<file path="config.mk">
export PLATFORM = sky130hd
export DESIGN_NAME = cpfa_ctrl
export DESIGN_NICKNAME = d
export VERILOG_FILES = /design/src/design/cpfa_pkg.sv /design/src/design/cpfa_ctrl.sv
export VERILOG_INCLUDE_DIRS = /design/src /design/src/design
export SDC_FILE = /design/constraint.sdc
export NUM_CORES = 1
export LEC_CHECK = 0
export BUFFER_PORTS_ARGS = -buffer_cell sky130_fd_sc_hd__buf_2
export CAP_MARGIN = 20
export CORE_MARGIN = 3
export CORE_UTILIZATION = 51
export CTS_CLUSTER_DIAMETER = 200
export CTS_CLUSTER_SIZE = 12
export DETAILED_ROUTE_END_ITERATION = 10
export HOLD_SLACK_MARGIN = 0.1
export PLACE_DENSITY_LB_ADDON = 0.1
export SETUP_SLACK_MARGIN = 0.1
export SLEW_MARGIN = 0
export SYNTH_ARGS = -nofsm -noshare
export SYNTH_HDL_FRONTEND = slang
export SYNTH_SLANG_ARGS = --single-unit
</file>
<file path="constraint.sdc">
create_clock -name clk_i -period 6 [get_ports clk_i]
set_input_delay 1.2 -clock clk_i [delete_from_list [all_inputs] [get_ports clk_i]]
set_output_delay 1.2 -clock clk_i [all_outputs]
set_load 0.01 [all_outputs]
</file>
<file path="src/design/contiguous_page_frame_allocator_defines.svh">
// Assertion macros for the contiguous page frame allocator.
// Used by modules that include this header; expects clk_i and rst_ni in scope.
`ifndef CONTIGUOUS_PAGE_FRAME_ALLOCATOR_DEFINES_SVH
`define CONTIGUOUS_PAGE_FRAME_ALLOCATOR_DEFINES_SVH

`ifndef SYNTHESIS

// Implication within the same cycle
`define CPFA_ASSERT_IMPL(lbl, ante, cons, msg) \
  lbl: assert property (@(posedge clk_i) disable iff (!rst_ni) (ante) |-> (cons)) \
    else $error(msg);

// Implication into the next cycle
`define CPFA_ASSERT_NEXT(lbl, ante, cons, msg) \
  lbl: assert property (@(posedge clk_i) disable iff (!rst_ni) (ante) |=> (cons)) \
    else $error(msg);

`else

`define CPFA_ASSERT_IMPL(lbl, ante, cons, msg)

`define CPFA_ASSERT_NEXT(lbl, ante, cons, msg)

`endif

`endif

</file>
<file path="src/design/cpfa_pkg.sv">
// Shared types, constants and helpers for the contiguous page frame allocator.
// No dependencies.
`timescale 1ns / 1ps
`default_nettype none

package cpfa_pkg;

  // Map geometry
  localparam int unsigned MAP_PAGES  = 1024;
  localparam int unsigned PAGE_SHIFT = 12;
  localparam int unsigned IDX_W      = $clog2(MAP_PAGES);
  localparam int unsigned ENTRY_W    = $clog2(MAP_PAGES + 1);
  localparam int unsigned CNT_W      = ENTRY_W;

  // Field widths
  localparam int unsigned ADDR_W     = 32;
  localparam int unsigned LEN_W      = 11;
  localparam int unsigned CFG_DATA_W = 32;

  localparam logic [LEN_W-1:0] PAGES_RESET = LEN_W'(1024);

  typedef enum logic {
    OP_ALLOC = 1'b0,
    OP_FREE  = 1'b1
  } op_e;

  typedef enum logic [1:0] {
    ST_DONE   = 2'd0,
    ST_NOROOM = 2'd1,
    ST_BAD    = 2'd2
  } status_e;

  typedef enum logic {
    CFG_FRAME_BASE    = 1'b0,
    CFG_PAGES_MANAGED = 1'b1
  } cfg_idx_e;

  typedef enum logic [2:0] {
    S_CLEAR,
    S_IDLE,
    S_DECODE,
    S_SCAN,
    S_WRITE,
    S_FREE
  } state_e;

  typedef struct packed {
    op_e               operation;
    logic [LEN_W-1:0]  run_length;
    logic [ADDR_W-1:0] free_address;
  } req_t;

  typedef struct packed {
    status_e           status;
    logic [ADDR_W-1:0] run_address;
  } rsp_t;

  // One write port and one read port into the page map
  typedef struct packed {
    logic               we;
    logic [IDX_W-1:0]   waddr;
    logic [ENTRY_W-1:0] wdata;
    logic               re;
    logic [IDX_W-1:0]   raddr;
  } map_req_t;

  // Entries in use, capped at the map depth
  function automatic logic [CNT_W-1:0] pages_in_use(input logic [LEN_W-1:0] pm);
    logic [CNT_W-1:0] lim;
    if (32'(pm) > 32'(MAP_PAGES)) begin
      lim = CNT_W'(MAP_PAGES);
    end else begin
      lim = CNT_W'(pm);
    end
    return lim;
  endfunction

endpackage

`default_nettype wire

</file>
<file path="src/design/cpfa_ctrl.sv">
// Sequencer for the page frame allocator: clear pass, first-fit scan,
// run write-back and run free, all through the page map RAM.
// Depends on cpfa_pkg and contiguous_page_frame_allocator_defines.svh.
`timescale 1ns / 1ps
`default_nettype none

`include "contiguous_page_frame_allocator_defines.svh"

module cpfa_ctrl (
  input  wire logic                                clk_i,
  input  wire logic                                rst_ni,
  input  wire logic                                start_i,
  output logic                                     busy_o,
  input  wire cpfa_pkg::req_t                      req_i,
  output logic                                     done_o,
  output cpfa_pkg::rsp_t                           result_o,
  input  wire logic [cpfa_pkg::ADDR_W-1:0]         frame_base_i,
  input  wire logic [cpfa_pkg::LEN_W-1:0]          pages_managed_i,
  output cpfa_pkg::map_req_t                       map_req_o,
  input  wire logic [cpfa_pkg::ENTRY_W-1:0]        map_rdata_i
);

  cpfa_pkg::state_e                  state_q, state_d;
  cpfa_pkg::op_e                     op_q, op_d;
  logic [cpfa_pkg::LEN_W-1:0]        len_q, len_d;
  logic [cpfa_pkg::ADDR_W-1:0]       addr_q, addr_d;
  logic [cpfa_pkg::CNT_W-1:0]        ra_q, ra_d;
  logic                              rd_vld_q, rd_vld_d;
  logic [cpfa_pkg::IDX_W-1:0]        rd_idx_q, rd_idx_d;
  logic [cpfa_pkg::CNT_W-1:0]        cnt_q, cnt_d;
  logic [cpfa_pkg::IDX_W-1:0]        start_q, start_d;
  logic [cpfa_pkg::ENTRY_W-1:0]      prev_q, prev_d;
  logic                              first_q, first_d;
  logic [cpfa_pkg::IDX_W-1:0]        wr_idx_q, wr_idx_d;
  logic [cpfa_pkg::ENTRY_W-1:0]      wr_val_q, wr_val_d;
  logic                              done_q, done_d;
  cpfa_pkg::rsp_t                    rsp_q, rsp_d;

  logic [cpfa_pkg::CNT_W-1:0]        limit;
  logic                              alloc_bad;
  logic [cpfa_pkg::ADDR_W-1:0]       offset;
  logic [cpfa_pkg::ADDR_W-1:0]       page_idx;
  logic                              free_bad;
  logic                              scan_free;
  logic                              scan_hit;
  logic                              scan_last;
  logic                              scan_issue;
  logic                              write_last;
  logic                              clear_last;
  logic [31:0]                       next_k;
  logic                              free_more;
  logic                              free_match;
  logic                              free_cont;

  // Request decode
  assign limit     = cpfa_pkg::pages_in_use(pages_managed_i);
  assign alloc_bad = (len_q == '0) || (32'(len_q) > 32'(limit));
  assign offset    = addr_q - frame_base_i;
  assign page_idx  = offset >> cpfa_pkg::PAGE_SHIFT;
  assign free_bad  = (addr_q < frame_base_i) || (page_idx >= 32'(limit));

  // First-fit scan conditions on the entry returned this cycle
  assign scan_free  = (map_rdata_i == '0);
  assign scan_hit   = rd_vld_q && scan_free && ((32'(cnt_q) + 32'd1) == 32'(len_q));
  assign scan_last  = rd_vld_q && ((32'(rd_idx_q) + 32'd1) == 32'(limit));
  assign scan_issue = !scan_hit && (ra_q < limit);
  assign write_last = (32'(wr_val_q) == 32'(len_q));
  assign clear_last = (wr_idx_q == cpfa_pkg::IDX_W'(cpfa_pkg::MAP_PAGES - 1));

  // Run free: follow the numbering while it keeps counting up
  assign next_k     = 32'(rd_idx_q) + 32'd1;
  assign free_more  = (next_k < 32'(limit));
  assign free_match = ({1'b0, map_rdata_i} ==
                       ((cpfa_pkg::ENTRY_W + 1)'(prev_q) + (cpfa_pkg::ENTRY_W + 1)'(1)));
  assign free_cont  = first_q ? !scan_free : free_match;

  // Next state
  always_comb begin
    state_d = state_q;
    unique case (state_q)
      cpfa_pkg::S_CLEAR: begin
        if (clear_last) state_d = cpfa_pkg::S_IDLE;
      end
      cpfa_pkg::S_IDLE: begin
        if (start_i) state_d = cpfa_pkg::S_DECODE;
      end
      cpfa_pkg::S_DECODE: begin
        unique case (op_q)
          cpfa_pkg::OP_ALLOC: state_d = alloc_bad ? cpfa_pkg::S_IDLE : cpfa_pkg::S_SCAN;
          cpfa_pkg::OP_FREE:  state_d = free_bad  ? cpfa_pkg::S_IDLE : cpfa_pkg::S_FREE;
          default:            state_d = cpfa_pkg::S_IDLE;
        endcase
      end
      cpfa_pkg::S_SCAN: begin
        priority if (scan_hit) state_d = cpfa_pkg::S_WRITE;
        else if (scan_last)    state_d = cpfa_pkg::S_IDLE;
        else                   state_d = state_q;
      end
      cpfa_pkg::S_WRITE: begin
        if (write_last) state_d = cpfa_pkg::S_IDLE;
      end
      cpfa_pkg::S_FREE: begin
        if (!free_cont || !free_more) state_d = cpfa_pkg::S_IDLE;
      end
      default: state_d = cpfa_pkg::S_IDLE;
    endcase
  end

  // Datapath, map accesses and result
  always_comb begin
    op_d      = op_q;
    len_d     = len_q;
    addr_d    = addr_q;
    ra_d      = ra_q;
    rd_vld_d  = 1'b0;
    rd_idx_d  = rd_idx_q;
    cnt_d     = cnt_q;
    start_d   = start_q;
    prev_d    = prev_q;
    first_d   = first_q;
    wr_idx_d  = wr_idx_q;
    wr_val_d  = wr_val_q;
    done_d    = 1'b0;
    rsp_d     = rsp_q;
    map_req_o = '0;

    unique case (state_q)
      cpfa_pkg::S_CLEAR: begin
        map_req_o.we    = 1'b1;
        map_req_o.waddr = wr_idx_q;
        map_req_o.wdata = '0;
        wr_idx_d        = wr_idx_q + 1'b1;
      end
      cpfa_pkg::S_IDLE: begin
        if (start_i) begin
          op_d   = req_i.operation;
          len_d  = req_i.run_length;
          addr_d = req_i.free_address;
        end
      end
      cpfa_pkg::S_DECODE: begin
        unique case (op_q)
          cpfa_pkg::OP_ALLOC: begin
            if (alloc_bad) begin
              done_d = 1'b1;
              rsp_d  = '{status: cpfa_pkg::ST_BAD, run_address: '0};
            end else begin
              ra_d  = '0;
              cnt_d = '0;
            end
          end
          cpfa_pkg::OP_FREE: begin
            if (free_bad) begin
              done_d = 1'b1;
              rsp_d  = '{status: cpfa_pkg::ST_BAD, run_address: '0};
            end else begin
              map_req_o.re    = 1'b1;
              map_req_o.raddr = page_idx[cpfa_pkg::IDX_W-1:0];
              rd_idx_d        = page_idx[cpfa_pkg::IDX_W-1:0];
              rd_vld_d        = 1'b1;
              first_d         = 1'b1;
            end
          end
          default: ;
        endcase
      end
      cpfa_pkg::S_SCAN: begin
        // stream reads in order
        if (scan_issue) begin
          map_req_o.re    = 1'b1;
          map_req_o.raddr = ra_q[cpfa_pkg::IDX_W-1:0];
          rd_idx_d        = ra_q[cpfa_pkg::IDX_W-1:0];
          rd_vld_d        = 1'b1;
          ra_d            = ra_q + 1'b1;
        end
        // count free entries in a row
        if (rd_vld_q) begin
          if (scan_free) begin
            if (cnt_q == '0) start_d = rd_idx_q;
            cnt_d = cnt_q + 1'b1;
          end else begin
            cnt_d = '0;
          end
          priority if (scan_hit) begin
            wr_idx_d = (cnt_q == '0) ? rd_idx_q : start_q;
            wr_val_d = cpfa_pkg::ENTRY_W'(1);
          end else if (scan_last) begin
            done_d = 1'b1;
            rsp_d  = '{status: cpfa_pkg::ST_NOROOM, run_address: '0};
          end else begin
            // run not long enough yet, keep scanning
          end
        end
      end
      cpfa_pkg::S_WRITE: begin
        map_req_o.we    = 1'b1;
        map_req_o.waddr = wr_idx_q;
        map_req_o.wdata = wr_val_q;
        wr_idx_d        = wr_idx_q + 1'b1;
        wr_val_d        = wr_val_q + 1'b1;
        if (write_last) begin
          done_d = 1'b1;
          rsp_d  = '{status: cpfa_pkg::ST_DONE,
                     run_address: frame_base_i + (32'(start_q) << cpfa_pkg::PAGE_SHIFT)};
        end
      end
      cpfa_pkg::S_FREE: begin
        if (free_cont) begin
          map_req_o.we    = 1'b1;
          map_req_o.waddr = rd_idx_q;
          map_req_o.wdata = '0;
          prev_d          = map_rdata_i;
          first_d         = 1'b0;
          if (free_more) begin
            map_req_o.re    = 1'b1;
            map_req_o.raddr = next_k[cpfa_pkg::IDX_W-1:0];
            rd_idx_d        = next_k[cpfa_pkg::IDX_W-1:0];
            rd_vld_d        = 1'b1;
          end else begin
            done_d = 1'b1;
            rsp_d  = '{status: cpfa_pkg::ST_DONE, run_address: '0};
          end
        end else begin
          // an already free first page is refused; otherwise the run has ended
          done_d = 1'b1;
          rsp_d  = '{status: (first_q ? cpfa_pkg::ST_BAD : cpfa_pkg::ST_DONE),
                     run_address: '0};
        end
      end
      default: ;
    endcase
  end

  // Control registers
  always_ff @(posedge clk_i or negedge rst_ni) begin
    if (!rst_ni) begin
      state_q  <= cpfa_pkg::S_CLEAR;
      wr_idx_q <= '0;
      rd_vld_q <= 1'b0;
      done_q   <= 1'b0;
    end else begin
      state_q  <= state_d;
      wr_idx_q <= wr_idx_d;
      rd_vld_q <= rd_vld_d;
      done_q   <= done_d;
    end
  end

  // Payload registers
  always_ff @(posedge clk_i) begin
    op_q     <= op_d;
    len_q    <= len_d;
    addr_q   <= addr_d;
    ra_q     <= ra_d;
    rd_idx_q <= rd_idx_d;
    cnt_q    <= cnt_d;
    start_q  <= start_d;
    prev_q   <= prev_d;
    first_q  <= first_d;
    wr_val_q <= wr_val_d;
    rsp_q    <= rsp_d;
  end

  assign busy_o   = (state_q != cpfa_pkg::S_IDLE);
  assign done_o   = done_q;
  assign result_o = rsp_q;

  `CPFA_ASSERT_IMPL(a_done_when_idle, done_o, !busy_o, "result strobe while busy")
  `CPFA_ASSERT_NEXT(a_single_result, done_o, !done_o, "two result strobes in a row")
  `CPFA_ASSERT_IMPL(a_no_rw_collision, map_req_o.we && map_req_o.re, map_req_o.waddr != map_req_o.raddr, "map read and write hit the same entry")
  `CPFA_ASSERT_IMPL(a_fail_no_addr, done_o && (result_o.status != cpfa_pkg::ST_DONE), result_o.run_address == '0, "failed item carries an address")

endmodule

`default_nettype wire
</file>
# After elaboration in Yosys (flattened, before gate mapping)
# Cells that the tools add are included.
classes:
  add_sub_neg: 9
  n_lt_le_gt_ge: 6
  n_eq_ne: 30
  muxes: 70
  n_bitwise: 1
  n_reduce_logical: 33
op_table:
  columns: ["operator", "count"]
  rows:
  - ["two-way mux 34 bit", 8]
  - ["case mux 34 bit (4 select lines)", 1]
  - ["two-way mux 11 bit", 12]
  - ["two-way mux 10 bit", 8]
  - ["case mux 34 bit (2 select lines)", 1]
  - ["case mux 11 bit (2 select lines)", 3]
  - ["case mux 22 bit (3 select lines)", 1]
  - ["adder 11 x 1 -> 11 bit (second input constant)", 3]
  - ["logical NOT 11 bit", 3]
  - ["two-way mux 33 bit", 1]
  - ["case mux 11 bit (3 select lines)", 1]
  - ["adder 32 x 22 -> 32 bit", 1]
  - ["== test 32 x 11 -> 1 bit", 1]
  - ["< comparator 32 bit", 1]
  - ["subtractor 32 bit", 1]
  - ["!= test 2 bit (second input constant)", 15]
  - ["case mux 10 bit (3 select lines)", 1]
  - ["adder 11 x 1 -> 12 bit (second input constant)", 2]
  - ["< comparator 11 bit", 2]
  - ["two-way mux 3 bit", 7]
  - [">= comparator 20 x 11 -> 1 bit", 1]
  - ["case mux 10 bit (2 select lines)", 1]
  - ["case mux 3 bit (6 select lines)", 1]
  - ["two-way mux 1 bit", 17]
  - ["other kinds (33)", 56]
word_totals:
  ff_bits: 158
  input_bits: 101
  out_inout_bits: 69
  elab_cells: 165

# Longest topological paths before layout
# Gate-level depths: netlist of the first run.
logic_depth:
  ltp_word: 8
  depth_mapped: 22
  depth_no_buf: 19

# Worst setup path after synthesis of the first run
# No wires, ideal clock.
synth_path:
  kind: "input-to-reg"
  from: "input port frame_base_i[3] in the netlist's numbering"
  to: "register rsp_q (netlist bit result_o[0]), enable pin"
  setup_ns: 0.435
  arrival_ns: 5.789
  required_ns: 5.565
  setup_slack_ns: -0.224
  cell_stages: 18
  n_path_buf: 0
  path_cell_list: "inv_1 > ha_1 > a211oi_1 > nor2_1 > o31ai_1 > nand2_1 > xnor2_1 > inv_1 > ha_1 > o21a_1 > nor2_1 > o31ai_1 > a21oi_1 > mux2i_1 > nand2_1 > o211a_1 > and3_2 > o211ai_1"
synth_between:
  elab_chain_len: 5
  elab_cells_between_ends: 6
  classes_between: "add/sub (1); order compare (2); eq/ne (1); reduce/logical (2)"
synth_lines:
  columns: ["item", "line", "rtl"]
  rows:
  - ["start: declaration", "cpfa_ctrl.sv:17", "input wire logic [cpfa_pkg::ADDR_W-1:0] frame_base_i,"]
  - ["subtractor 32 bit", "cpfa_ctrl.sv:58", "assign offset = addr_q - frame_base_i;"]
  - [">= comparator 20 x 11 -> 1 bit", "cpfa_ctrl.sv:60", "assign free_bad = (addr_q < frame_base_i) || (page_idx >= 32'(limit));"]
  - ["logical OR 1 bit (*)", "cpfa_ctrl.sv:60", null]
  - ["!= test 3 bit (no line) (*)", null, null]
  - ["AND reduction 8 bit (no line) (*)", null, null]
  - ["end signal: assignment", "cpfa_ctrl.sv:261", "rsp_q <= rsp_d;"]
  - ["end: declaration", "cpfa_ctrl.sv:37", "cpfa_pkg::rsp_t rsp_q, rsp_d;"]
# Every way passes the cells marked *; elsewhere a longest branch is shown, timed or not.
# A chain may end at the register's enable or synchronous reset.

==> results.cfg, run 1 <==
[critical_path]
reg2reg_setup_slack_ps = 1740
critPathBufInv = 10
worst_setup_path_start_kind = input pin
crit_family = buffers and inverters
critPathKind = input pin to primary output
worstPathRequired_ps = 4800
end_kind = primary output
timing.rr.start = addr_q[5]$_DFFE_PP_
reg2reg_to = result_o[27]$_DFFE_PP_
arrival_ps = 4700
crit_top_cell = buf_4
crit_chain = buf_2 -> inv_1 -> ha_1 -> buf_4 -> nand2_1 -> buf_4 -> nor3_1 -> a221oi_2 -> o21ai_4 -> buf_4 -> buf_4 -> buf_4 -> a221oi_1 -> mux2i_1 -> nor4b_4 -> nand4_2 -> buf_6 -> buf_6 -> o21ai_2 -> buf_2
reg2reg_depth = 20
cp_slowest_stage_delay_ps = 450
cp_slowest_cell = a221oi_1
critPathMaxFanout = 8

[power_and_ir_drop]
p_switching_uw = 1836
p_int_uw = 3045
swShare_pct = 37.61
powerDensity_nw_per_um2 = 350.9
p_seq_share_pct = 35.1
power_frac_comb_pct = 40.8
clkPwrFrac_pct = 24.1
leakage_uw = 0.005781
ir_drop_mv = 0.2060

[die]
rows = 53
core_um2 = 21150
initial_core_util_pct = 52.29
dieArea_um2 = 23490
pin_count = 170
die_x_um = 153.3
die_h_um = 153.3

[route]
via_count = 9740
ant_nets = 0
wl_per_cell_um = 19.33
viasPerCell = 5.925
drt_iter0_drc = 984
wl_um = 31780
route.detailed.drc = 0
drtPass1Iterations = 6

[clock_tree]
clkTransAtPathRegs_ps = 60
cts_tree = yes
htree_num_levels = 4
clkSinkCount = 158
cts_buffers = 17
cts_root_buffer = clkbuf_16
cts.path.max_buffers = 2
clock_latency_ps = 430

[sta]
maxSlewHeadroom_pct = 28.43
tightest_slew_ps = 1070
finalSetupViolCount = 0
skew_ps = 14.09
max_freq_ghz = 0.1694
hold_viol = 0
period_share_pct = 98.38
rsz0062_at_grt = yes
drv_slew = 0
whs_ps = 586.1
final.setup.tns_ps = 0
period_minus_slack_ps = 5903

[status]
outcome = completed

[worst_hold_path]
min_to = wr_idx_q[9]$_DFFE_PN0P_
hp-class = flop to flop
min_from = wr_idx_q[9]$_DFFE_PN0P_
min_path_cells = 1

[yosys]
synth_warnings = 0
synth_cell_types = 72
synth_area_per_cell_um2 = 9.738
syn_area_um2 = 11060
synth_flop_cell = edfxtp_1
async_flop_share_pct = 9.494
yosys_register_bits = 158
syn-num-nets = 1328
seq_area_frac_synth_pct = 42.21
synthCells = 1136
synth_enable_flop_cells = 143

[flow_run]
maxCapViolCount = 0

[global_route]
grt_pass1_wl_um = 50160
grt_pass1_vias = 9411
grt_start_max_net_pins = 46
antenna_found_initial = 0
grtUsageTotal_pct = 26.68
grt-ovfl-total = 0

[placement]
gp_congestion = 0.9234
dp_hpwl_um = 24300
portBuffers = 169
place_area_um2 = 12700

[cells_and_area]
nFillCells = 1728
diodes = 0
layout_common_cells = 165 x buf_2, 143 x edfxtp_1, 103 x nor2_1
drive_gt1_share_pct = 27.98
finalInstanceArea_um2 = 13910
areaGrowthSynthToFinish_pct = 25.73
final_common_cell = buf_2
layout.nets = 1548
==> synth_stat cells, drive strengths merged (5+ instances only) <==
cell type / n / area share (%)
a221oi: 6 / 0.48
and3: 36 / 2.0
dfrtp: 15 / 3.4
nor3: 19 / 0.86
xor2: 39 / 3.1
mux2: 13 / 1.3
o211ai: 14 / 0.95
a211oi: 10 / 0.68
inv: 71 / 2.4
o21bai: 9 / 0.61
or3: 6 / 0.34
a31oi: 10 / 0.57
a21o: 20 / 1.4
edfxtp: 143 / 39
nor2b: 12 / 0.68
nor3b: 5 / 0.34
ha: 90 / 10
nand2b: 6 / 0.34
nor2: 108 / 3.7
and4: 5 / 0.40
a22oi: 24 / 1.6
xnor2: 53 / 4.2
clkbuf: 25 / 0.85
mux2i: 6 / 0.54
and2: 10 / 0.57
o31ai: 5 / 0.34
nand2: 90 / 3.1
nand4: 28 / 1.6
o21ai: 69 / 3.4
a22o: 7 / 0.55
a21oi: 59 / 2.7
o21a: 16 / 1.1
buf: 10 / 0.58
nor4: 12 / 0.68
nand3: 36 / 1.7
==> power by group through the flow <==
stage               registers, µW  clock network (µW)  logic, µW
floorplan                    1660                   0       1170
global placement             1720                   0       1730
detailed placement           1730                   0       1750
CTS                          1700                1190       1850
global route                 1740                1240       2190
finish                       1710                1180       1990
==> registers in the layout (all words and copies together), names as in the netlist <==
signal and flops:
len_q 11, state_q 3, addr_q 32, op_q 1, cnt_q 11, rd_idx_q 10, start_q 10, ra_q 11
rd_vld_q 1, wr_idx_q 10, wr_val_q 11, prev_q 11, first_q 1, result_o 34, done_o 1
==> what timing repair did <==
| item | CTS | global route |
|---|---|---|
| resized for setup | 31 | 64 |
| buffers inserted | 8 | 9 |
| setup endpoints to repair | 11 | 11 |
| hold buffers | 0 | 0 |
| pin swaps | 23 | 46 |
==> final cells by class <==
| type | count | area (µm²) | area share (%) |
|---|---|---|---|
| Clock inverter | 12 | 185.2 | 1.331 |
| Timing Repair Buffer | 236 | 1413 | 10.16 |
| Inverter | 72 | 275.3 | 1.979 |
| Clock buffer | 20 | 446.7 | 3.212 |
| Multi-Input combinational cell | 871 | 6575 | 47.27 |
| Sequential cell | 158 | 4669 | 33.57 |
| Tap cell | 275 | 344.1 | 2.474 |
==> kinds of logic after synthesis <==
group / after synthesis / share of synthesized area [%]
AOI/OAI and AO/OA: 283 / 17.16
muxes: 19 / 1.866
and+or+nand+nor: 386 / 17.25
xor gates and xnor gates: 92 / 7.284
DFF: 158 / 42.21
buffers and inverters: 107 / 3.868
adders and majority gates: 91 / 10.36
==> metrics by stage <==
step | total power, µW | setup slack [ps] | util [%] | cells
after detailed placement | 3473 | -114.4 | 60.05 | 1596
after global routing | 5164 | -77.88 | 65.75 | 1644
after floorplan | 2833 | 102.1 | - | 1136
after global placement | 3447 | 36.28 | 60.05 | 1596
after CTS | 4748 | 108.1 | 64.06 | 1636
final | 4881 | 97.30 | 65.75 | 1644
==> per-layer routing <==
metal  GRT usage [%]  vias up  part of all wire (%)
met5               0        -                     0
met4           6.237        0                   1.4
met3           5.776       31                   8.5
met2           39.70      415                    44
met1           39.96     4622                    46
li1                -     4672                     -
==> how the worst max path moves through the flow <==
stage                                 from  cells after the start               endpoint
after floorplan            frame_base_i[3]                     18  result_o[0]$_DFFE_PP_
after global placement     frame_base_i[7]                     22           map_req_o[0]
after detailed placement   frame_base_i[3]                     22           map_req_o[0]
after CTS                  frame_base_i[3]                     22           map_req_o[2]
after global routing      frame_base_i[14]                     21           map_req_o[5]
final                     frame_base_i[14]                     20           map_req_o[5]
No activity file was read; power rests on OpenSTA's default activity.
==> run 2: changes to the inputs <==
--- a/config.mk
+++ b/config.mk
@@ -6,6 +6,7 @@
 export SDC_FILE = /design/constraint.sdc
 export NUM_CORES = 1
 export LEC_CHECK = 0
+export ABC_AREA = 1
 export BUFFER_PORTS_ARGS = -buffer_cell sky130_fd_sc_hd__buf_2
 export CAP_MARGIN = 20
 export CORE_MARGIN = 3
==> run 2 against run 1 <==
Effect of this change:
- synthesized cell count is 29% higher
- count of clock-buffer cells in the layout down 2
- clock skew grew 2.9 ps
- power shrank 8.3%
- setup slack better by 320 ps
- critical endpoint is now map_req_o[10]
- highest routed layer unchanged
==> results.cfg, run 2 <==
[status]
outcome = completed

[global_route]
grt_pass1_wl_um = 53760
grtUsageTotal_pct = 28.43
gr-max-usage-layer = met2
grt-ovfl-total = 0
grt_start_max_net_pins = 45
met2_usage_pct = 44.06
grt_use_met1_pct = 40.28
grt_pass1_vias = 10140
antenna_found_initial = 2
use_met3_pct = 6.325

[die]
initial_core_util_pct = 52.35
core_um2 = 21960
rows = 54
die_x_um = 156.1
dieArea_um2 = 24380
die_h_um = 156.1
pin_count = 170

[clock_tree]
htree_num_levels = 4
clock_latency_ps = 450
clkTransAtPathRegs_ps = 70
post_cts_buffers = 0
hold_buffers = 0
cts_buffers = 17
cts.path.max_buffers = 2
cts_tree = yes
clkSinkCount = 158
cts_root_buffer = clkbuf_16

[critical_path]
critPathKind = input pin to primary output
critPathMaxFanout = 4
worstPathRequired_ps = 4800
crit_top_cell = nand2_1
crit_family = simple AND/OR/NAND/NOR gates
end_kind = primary output
reg2reg_setup_slack_ps = 1840
cp_slowest_cell = ha_1
arrival_ps = 4380
critPathBufInv = 6
worst_setup_path_start_kind = input pin
cp_slowest_stage_delay_ps = 310

[cells_and_area]
drive_gt1_share_pct = 14.74
largest_register_ffs = 34
multi_input_area_um2 = 5917
seqCellArea_um2 = 4669
layout.nets = 1841
stdcell_count = 1944
layout_common_cells = 344 x nand2_1, 221 x inv_1, 169 x buf_2
finalInstanceArea_um2 = 13320
final_common_cell = nand2_1
areaGrowthSynthToFinish_pct = 15.84
nFillCells = 2021

[route]
via_count = 10780
viasPerCell = 5.547
drt_iter0_drc = 1040
wl_um = 34710
wl_per_cell_um = 17.86
ant_nets = 0
drtPass1Iterations = 5
route.detailed.drc = 0

[placement]
gp_congestion = 0.9719
dpl_worst_slack_ps = 426.7
placedCellCount = 1910
dp_hpwl_um = 27300
portBuffers = 169
place_area_um2 = 12700

[sta]
tightest_slew_ps = 1007
hold_viol = 0
rsz0062_at_grt = no
whs_ps = 535.2
maxSlewHeadroom_pct = 32.61
setup_slack_ps = 415.2
max_freq_ghz = 0.1791
finalSetupViolCount = 0
period_share_pct = 93.08
skew_ps = 16.96
period_minus_slack_ps = 5585
final.setup.tns_ps = 0
drv_slew = 0

[flow_run]
maxCapViolCount = 0

[yosys]
synth_cell_types = 53
seq_area_frac_synth_pct = 40.62
synth_area_leaders = edfxtp_1 37%, nand2_1 11%, ha_1 9.8%, inv_1 7.2%, nor2_1 5.3%
synth_flop_cell = edfxtp_1
syn-num-nets = 1661
synth_enable_flop_cells = 143
synth_top_area_cell = edfxtp_1
synthCells = 1469
synth_top_area_share_pct = 37.36
async_flop_share_pct = 9.494
synth.most_common_cell = nand2_1
ys_top_cells_by_count = 345 x nand2_1, 221 x inv_1, 161 x nor2_1
synth_area_per_cell_um2 = 7.825
synth_warnings = 0
syn_area_um2 = 11490
yosys_register_bits = 158

[power_and_ir_drop]
leakage_uw = 0.006191
ir_drop_mv = 0.2115
powerDensity_nw_per_um2 = 336.1

[worst_hold_path]
hp-class = flop to flop
run 2: changes by cell type in the layout (fill, tap and decap cells not counted), sizes merged, moves of 29 or more:
| cell | delta |
|---|---|
| nand3 | +33 |
| and3 | -35 |
| buf | -53 |
| a21oi | +29 |
| nand2 | +260 |
| xnor2 | -41 |
| nor2 | +60 |
| inv | +157 |
run 2: area by class of cell:
type / count / area share [%]
multi-input combinational: 1064 / 44.44
sequential: 158 / 35.07
timing repair buffer: 183 / 7.141
inverter: 225 / 6.343
clock buffer: 18 / 3.223
tap: 280 / 2.631
clock inverter: 14 / 1.118
antenna: 2 / 0.03759
run 2: repair_timing:
item,in CTS,in global routing
endpoints found under the setup margin,0,4
endpoints found under the hold margin,0,0
gates resized for setup,0,5
run 2: logic make-up after synthesis:
group | after synthesis | share of synthesized area (%)
buffers and inverters | 247 | 8.207
flip-flops | 158 | 40.62
AO/OA/AOI/OAI | 236 | 11.68
XOR/XNOR | 49 | 3.799
AND/OR/NAND/NOR | 688 | 25.72
adder cells (fa/ha/maj) | 91 | 9.971
run 2: worst min-delay path, delay by kind of cell (launching register included):
| kind | cells | cell delay [ps] |
|---|---|---|
| and+or+nand+nor | 1 | 60 |
| DFF | 1 | 370 |
| AOI/OAI and AO/OA | 1 | 70 |
run 2: layer usage:
layer | vias up | part of all wire [%]
li1 | 5326 | -
met1 | 4937 | 45
met2 | 465 | 45
met3 | 56 | 8.0
met4 | 0 | 2.2
met5 | - | 0
run 2: where the power goes:
part / switching [µW] / internal [µW] / leakage, µW
sequential: 164 / 1490 / 0.00154
combinational: 1150 / 574 / 0.00437
clock: 506 / 587 / 0.000275
run 2: stage by stage:
step           total power [µW]  util (%)
6_report                   4475     60.64
5_1_grt                    4749     60.64
4_1_cts                    4456     60.49
3_5_place_dp               3362     57.86
3_3_place_gp               3334     57.86
2_1_floorplan              2761         -
run 2: path summary, 6_finish.rpt:
check / cells after the start / end / from
max: 30 / map_req_o[10] / frame_base_i[1]
min: 2 / state_q[0]$_DFFE_PN0P_ / state_q[0]$_DFFE_PN0P_
max reg2reg: 27 / result_o[10]$_DFFE_PP_ / addr_q[4]$_DFFE_PP_
min reg2reg: 2 / state_q[0]$_DFFE_PN0P_ / state_q[0]$_DFFE_PN0P_
max in group asynchronous: 1 / rd_vld_q$_DFF_PN0_ / rst_ni
min in group asynchronous: 1 / wr_idx_q[3]$_DFFE_PN0P_ / rst_ni
